$ cat src/rtl/core/dpvs_pkg.sv
package dpvs_pkg;

   localparam int DECIMAL_DIGITS = 10;
   localparam int VALUE_W        = 30;
   localparam int COMP_W         = 30;
   localparam int BCD_W          = 4 * DECIMAL_DIGITS;
   localparam int BIT_CNT_W      = $clog2(VALUE_W);
   localparam int DIG_IDX_W      = (DECIMAL_DIGITS > 1) ? $clog2(DECIMAL_DIGITS) : 1;

   typedef enum logic [1:0] {
      ST_IDLE = 2'b01,
      ST_RUN  = 2'b10
   } dpvs_state_type;

   // handoff from the converter to the emitter
   typedef struct packed {
      logic             done;
      logic [BCD_W-1:0] bcd;
   } dpvs_conv_type;

   typedef logic [COMP_W-1:0] pow_table_type [DECIMAL_DIGITS];

   function automatic pow_table_type pow10_table_f();
      pow_table_type   t;
      longint unsigned p;
      p = 1;
      for (int k = 0; k < DECIMAL_DIGITS; k++) begin
         t[k] = p[COMP_W-1:0];
         p    = p * 10;
      end
      return t;
   endfunction

   localparam pow_table_type POW10_TABLE = pow10_table_f();

endpackage

$ cat src/rtl/core/decimal_place_value_splitter.sv
// Bit-serial binary-to-BCD shifting, MSB first, then a registered handoff, then
//   one decimal place scanned per cycle from the highest place down.
// One input at a time: busy stays high until the last item is out.
// A new start may be taken in the cycle the last item is on the rsp_ ports.
// Reset: synchronous, active high; clears both control FSMs, the handoff flag and the strobe.
// The receiver cannot stall: each item is on the rsp_ ports for exactly one cycle.
module decimal_place_value_splitter
   import dpvs_pkg::*;
(
   input  logic                clock,
   input  logic                reset,
   input  logic                start,
   output logic                busy,
   input  logic [VALUE_W-1:0]  req_value,
   output logic                rsp_strobe,
   output logic [COMP_W-1:0]   rsp_component,
   output logic                rsp_last
);

   dpvs_conv_type conv;
   logic          conv_busy;
   logic          emit_busy;

   // Converter: shifts the value in MSB first, adjusting BCD digits each step.
   dpvs_dabble u_dabble (
      .clock (clock),
      .reset (reset),
      .load  (start & ~busy),
      .value (req_value),
      .busy  (conv_busy),
      .conv  (conv)
   );

   // Emitter: walks digits from the highest place down, one per cycle,
   // scaling each nonzero digit by its power of ten.
   dpvs_emit u_emit (
      .clock         (clock),
      .reset         (reset),
      .conv          (conv),
      .busy          (emit_busy),
      .rsp_strobe    (rsp_strobe),
      .rsp_component (rsp_component),
      .rsp_last      (rsp_last)
   );

   // One item in flight at a time.
   assign busy = conv_busy | emit_busy;

endmodule

$ cat src/rtl/core/dpvs_dabble.sv
module dpvs_dabble
   import dpvs_pkg::*;
(
   input  logic                clock,
   input  logic                reset,
   input  logic                load,
   input  logic [VALUE_W-1:0]  value,
   output logic                busy,
   output dpvs_conv_type       conv
);

   dpvs_state_type         state_ff, state_in;
   logic [BIT_CNT_W-1:0]   cnt_ff, cnt_in;
   logic [VALUE_W-1:0]     bin_ff, bin_in;
   logic [BCD_W-1:0]       bcd_ff, bcd_in;
   logic [BCD_W-1:0]       bcd_adj;
   logic                   done_ff, done_in;

   // add-3 on every digit of 5 or more before each shift
   always_comb begin
      for (int d = 0; d < DECIMAL_DIGITS; d++) begin
         if (bcd_ff[4*d +: 4] >= 4'd5) begin
            bcd_adj[4*d +: 4] = bcd_ff[4*d +: 4] + 4'd3;
         end else begin
            bcd_adj[4*d +: 4] = bcd_ff[4*d +: 4];
         end
      end
   end

   always_comb begin
      state_in = state_ff;
      cnt_in   = cnt_ff;
      bin_in   = bin_ff;
      bcd_in   = bcd_ff;
      done_in  = 1'b0;
      unique case (state_ff)
         ST_IDLE: begin
            if (load) begin
               state_in = ST_RUN;
               cnt_in   = '0;
               bin_in   = value;
               bcd_in   = '0;
            end
         end
         ST_RUN: begin
            bcd_in = {bcd_adj[BCD_W-2:0], bin_ff[VALUE_W-1]};
            bin_in = {bin_ff[VALUE_W-2:0], 1'b0};
            cnt_in = cnt_ff + 1'b1;
            if (cnt_ff == BIT_CNT_W'(VALUE_W - 1)) begin
               state_in = ST_IDLE;
               done_in  = 1'b1;
            end
         end
         default: begin
            state_in = ST_IDLE;
         end
      endcase
   end

   always_ff @(posedge clock) begin
      if (reset) begin
         state_ff <= ST_IDLE;
         done_ff  <= 1'b0;
      end else begin
         state_ff <= state_in;
         done_ff  <= done_in;
      end
      cnt_ff <= cnt_in;
      bin_ff <= bin_in;
      bcd_ff <= bcd_in;
   end

   assign busy      = (state_ff != ST_IDLE) | done_ff;
   assign conv.done = done_ff;
   assign conv.bcd  = bcd_ff;

endmodule

$ cat src/rtl/core/dpvs_emit.sv
module dpvs_emit
   import dpvs_pkg::*;
(
   input  logic                clock,
   input  logic                reset,
   input  dpvs_conv_type       conv,
   output logic                busy,
   output logic                rsp_strobe,
   output logic [COMP_W-1:0]   rsp_component,
   output logic                rsp_last
);

   dpvs_state_type          state_ff, state_in;
   logic [DIG_IDX_W-1:0]    idx_ff, idx_in;
   logic [BCD_W-1:0]        bcd_ff, bcd_in;
   logic                    strobe_ff, strobe_in;
   logic [COMP_W-1:0]       comp_ff, comp_in;
   logic                    last_ff, last_in;
   logic [3:0]              top_digit;
   logic                    rest_zero;
   logic [COMP_W+3:0]       product;

   assign top_digit = bcd_ff[BCD_W-1 -: 4];
   if (DECIMAL_DIGITS > 1) begin : g_rest
      assign rest_zero = (bcd_ff[BCD_W-5:0] == '0);
   end else begin : g_norest
      assign rest_zero = 1'b1;
   end
   assign product = top_digit * POW10_TABLE[idx_ff];

   always_comb begin
      state_in  = state_ff;
      idx_in    = idx_ff;
      bcd_in    = bcd_ff;
      strobe_in = 1'b0;
      comp_in   = comp_ff;
      last_in   = last_ff;
      unique case (state_ff)
         ST_IDLE: begin
            if (conv.done) begin
               if (conv.bcd == '0) begin
                  // nothing nonzero: one zero item, flagged last
                  strobe_in = 1'b1;
                  comp_in   = '0;
                  last_in   = 1'b1;
               end else begin
                  state_in = ST_RUN;
                  idx_in   = DIG_IDX_W'(DECIMAL_DIGITS - 1);
                  bcd_in   = conv.bcd;
               end
            end
         end
         ST_RUN: begin
            bcd_in = bcd_ff << 4;
            idx_in = idx_ff - 1'b1;
            if (top_digit != 4'd0) begin
               strobe_in = 1'b1;
               comp_in   = product[COMP_W-1:0];
               last_in   = rest_zero;
            end
            if ((idx_ff == '0) || ((top_digit != 4'd0) && rest_zero)) begin
               state_in = ST_IDLE;
            end
         end
         default: begin
            state_in = ST_IDLE;
         end
      endcase
   end

   always_ff @(posedge clock) begin
      if (reset) begin
         state_ff  <= ST_IDLE;
         strobe_ff <= 1'b0;
      end else begin
         state_ff  <= state_in;
         strobe_ff <= strobe_in;
      end
      idx_ff  <= idx_in;
      bcd_ff  <= bcd_in;
      comp_ff <= comp_in;
      last_ff <= last_in;
   end

   assign busy          = (state_ff != ST_IDLE);
   assign rsp_strobe    = strobe_ff;
   assign rsp_component = comp_ff;
   assign rsp_last      = last_ff;

`ifndef SYNTHESIS
   a_zero_is_last: assert property (@(posedge clock) disable iff (reset)
      (strobe_ff && (comp_ff == '0)) |-> last_ff)
      else $error("zero component without last");

   a_last_ends_run: assert property (@(posedge clock) disable iff (reset)
      (strobe_ff && last_ff) |-> (state_ff == ST_IDLE))
      else $error("emitter still running after last item");

   a_load_when_idle: assert property (@(posedge clock) disable iff (reset)
      conv.done |-> (state_ff == ST_IDLE))
      else $error("conversion finished while emitter busy");

   a_no_strobe_after_last: assert property (@(posedge clock) disable iff (reset)
      (strobe_ff && last_ff) |=> !strobe_ff)
      else $error("item emitted right after last");
`endif

endmodule

$ cat config.mk
export PLATFORM = sky130hd
export DESIGN_NAME = decimal_place_value_splitter
export DESIGN_NICKNAME = d
export VERILOG_FILES = /design/src/rtl/core/dpvs_pkg.sv /design/src/rtl/core/decimal_place_value_splitter.sv /design/src/rtl/core/dpvs_dabble.sv /design/src/rtl/core/dpvs_emit.sv
export SDC_FILE = /design/constraint.sdc
export NUM_CORES = 1
export LEC_CHECK = 0
export ABC_AREA = 1
export BUFFER_PORTS_ARGS = -buffer_cell sky130_fd_sc_hd__buf_2
export CORE_MARGIN = 4
export CORE_UTILIZATION = 61
export DETAILED_ROUTE_END_ITERATION = 10
export PLACE_DENSITY = 0.8
export SETUP_SLACK_MARGIN = 0.15
export SLEW_MARGIN = 30
export SYNTH_ARGS = -nofsm -noshare
export SYNTH_HDL_FRONTEND = slang
export SYNTH_SLANG_ARGS = --single-unit
$ cat constraint.sdc
create_clock -name clock -period 7 [get_ports clock]
set_input_delay 1.4 -clock clock [delete_from_list [all_inputs] [get_ports clock]]
set_output_delay 1.4 -clock clock [all_outputs]
set_load 0.03 [all_outputs]
==> metrics.md <==
| Metric | Value |
|---|---|
| WP depth | 18 |
| Crit path DAT | 4720 ps |
| Final hold vios | 0 |
| Post CTS Setup Buffer Count | 0 |
| Netlist Area Pre-Place | approximately 11000 um^2 |
| Clock sinks | 156 |
| Clock buffer depth | 2 |
| Number of maximum-capacitance violations | 0 |
| EDFF count, synth | 150 |
| Fmax achieved | 220 MHz |
| First-pass GRT wire length | around 42000 um |
| DR vias | 8769 |
| Final core occ | between 60% and 70% |
| Post-synth top cells | nand2_1, inv_1, nor2_1, edfxtp_1, o21ai_0 |
| Critical Path End | u_emit.rsp_component[20] |
| Die Y | between 100 and 150 um |
| Die area | 20500 um^2 |
| Clock Tree Root | clkbuf_16 |
| Clock Skew | between 10 and 15 ps |
| Netlist cell types | 43 |
| Placer congestion estimate | slightly below 1 |
| Critical path peak fanout | 9 |
| Share of the synthesized area in the top cell type | 40.5% |
| Core Area | roughly 18000 um^2 |
| N_diodes | 0 |
| Setup violations, final | 0 |
| Row Count | about 50 |
| Critical path's largest stage delay | around 570 ps |
| Asr flop ratio synth | 0% |
| Die Width | between 100 and 150 um |
| HP Class | reg -> reg |
| Worst setup margin | 2460 ps |
| Pwr dens | 389 nW/um^2 |
| Synth top area cells | edfxtp_1, fa_1, nand2_1 |
| Vias in the first global route | 8754 |
| Leading area contributor after synthesis | edfxtp_1 |
| Main flop type after synthesis | edfxtp_1 |
| Lkg Pwr | 5.52 nW |
| DRT iter0 DRCs | between 600 and 700 |
| Nature of the critical path endpoint | flop |
| Inserted Clock Buffers | 17 |
| Synth warn | 0 |
| Sequential area share after synthesis | approximately 42% |
| Tightest Pin Transition | between 700 and 800 ps |
| Worst EP required | 7180 ps |
| Top-count cell post-synth | nand2_1 |
| Reg-to-reg slack, setup | between 2000 and 2500 ps |
| #FFs+latches synth | between 150 and 200 |
| Reg2reg end | u_emit.rsp_component[20] |
| DRC violations left | 0 |
| Post-Syn Nets | roughly 1500 |
| Pre-CTS setup slack | 2590 ps |
| Setup_tns | 0 ps |
| Syn-to-layout area delta | 10.2% |
| Max_slew headroom | 48.0% |
| Placed wire-length estimate | 18900 um |
| Part of the cycle the worst path needs | between 60% and 70% |
| Fraction of layout cells with a size suffix above 1 | ~11% |
| Crit-path slowest cell | fa_1 |
| CP Buf/Inv Count | 3 |
| Nets | between 1500 and 2000 |
| Initial antenna violation count | 0 |
| Hold-fix buffers at CTS | 0 |
| Worst path top cell family by delay | adder cells |
| Largest net degree at the start of global routing | between 80 and 90 |
| RSZ-0062 raised after global routing | false |
| Clk slew on worst S/H paths | 70 ps |
| Drt wl/cell | around 16 um |
| Critical Path Start | u_emit.idx_ff[0] |
| H-tree lvl count | 4 |
| Mean Syn Cell Area | roughly 8.5 um^2 |
| Grt ovf | 0 |
| Wirelength, routed | between 20000 and 30000 um |
| Hold Slack | between 500 and 600 ps |
| R2r worst-path depth | 18 |
| Starting Density | a little over 60% |
| WS Path Type | reg -> reg |
| Synth Instances | between 1000 and 1500 |
| Slew Limit Fails | 0 |
| TritonRoute pass-1 iters | 6 |
| Ports | between 60 and 70 |
| TritonCTS clock tree | done |
| Worst skew pair latency | approximately 430 ps |
| Total track usage | 25.9% |
| Crit start category | flop |
| CTS resizes | 0 |
| Status | finished, final reports clean |
| R2R Path Start | u_emit.idx_ff[0] |
| Maximum VDD drop | ~0.00025 V |
| Crit-path cells | ha_1 > o21ai_0 > inv_1 > o22ai_2 > nor2_1 > fa_1 > inv_1 > fa_1 > inv_1 > ha_1 > nand2_1 > nand2_1 > a31oi_1 > nand3_2 > nand3_1 > nand2_1 > o21ai_0 > nor2_1 |
| Number of port buffers | 65 |
| DRT antenna net count | 0 |
| Final min period | between 4000 and 5000 ps |
| Vias per inst | roughly 5.4 |
[metal layers]
layer	GRT usage, %	routed length, um	vias to the layer above
met5	0	0	-
met4	12.4	1060	0
met3	3.92	1060	79
met2	46.0	13300	288
met1	30.7	9930	4074
li1	-	-	4328
[cells by family after synthesis]
family,synth area share [%]
compound gates,9.64
flops,41.6
buf+inv,8.79
xor+xnor,1.73
fa+ha+maj,17.3
simple gates,20.9
[state kept, by name, indices dropped and copies added, names as in the netlist]
| signal | flops |
|---|---|
| u_emit.bcd_ff | 40 |
| u_emit.idx_ff | 4 |
| u_dabble.bcd_ff | 40 |
| u_dabble.done_ff | 1 |
| u_emit.state_ff | 2 |
| u_emit.rsp_last | 1 |
| u_emit.rsp_strobe | 1 |
| u_dabble.bin_ff | 30 |
| u_emit.rsp_component | 30 |
| u_dabble.state_ff | 2 |
| u_dabble.cnt_ff | 5 |
[cell type report]
cell class / instances / area [um^2]
well taps: 229 / 287
flip-flops and latches: 156 / 4620
fillers: 1413 / 5710
clock buffers: 17 / 425
repair buffers: 70 / 375
multi-input cells: 906 / 5540
inverters: 220 / 826
clock inverters: 15 / 175
[cell usage in the layout, fill, tap and decap left out, types with 10 or more instances in the layout]
cell,n
nand2_1,271
inv_1,215
nor2_1,197
edfxtp_1,150
o21ai_0,91
a21oi_1,76
ha_1,68
buf_2,65
fa_1,53
nand3_1,37
xor2_1,18
clkbuf_16,17
nor3_1,13
nand4_1,11
nand2_2,10
[worst min-delay path by stage]
stage	end	startpoint	cells after the start	slack, ps
finish	u_emit.rsp_strobe	u_dabble.done_ff	2	500
global route	u_emit.rsp_strobe	u_dabble.done_ff	2	530
CTS	u_emit.rsp_strobe	u_dabble.done_ff	2	500
detailed placement	u_emit.state_ff[1]	u_emit.state_ff[1]	2	490
global placement	u_emit.state_ff[1]	u_emit.state_ff[1]	2	480
floorplan	u_emit.state_ff[1]	u_emit.state_ff[1]	2	450
[worst reg2reg max path, stage by stage, from the launching register on]
cell and delay (ps):
edfxtp_1 540, ha_1 320, o21ai_0 250, inv_1 130, o22ai_2 220, nor2_1 110, fa_1 570, inv_1 60
fa_1 500, inv_1 40, ha_1 360, nand2_1 100, nand2_1 80, a31oi_1 290, nand3_2 180, nand3_1 110
nand2_1 70, o21ai_0 300, nor2_1 80
[power by group]
part	switching, mW	internal (mW)	total [mW]
Sequential	0.143	1.37	1.51
Clock	0.422	0.539	0.961
Combinational	1.59	0.702	2.29
Total	2.15	2.61	4.77
[per-stage QoR]
| step | total power, mW | cell area [um^2] | cells |
|---|---|---|---|
| finish | 4.77 | 12300 | 1613 |
| global route | 5.12 | 12300 | 1613 |
| CTS | 4.76 | 12200 | 1613 |
| detailed placement | 3.79 | 11600 | 1581 |
| global placement | 3.73 | 11600 | 1580 |
| floorplan | 3.16 | 11100 | 1314 |
No activity file was read; power rests on OpenSTA's default activity.
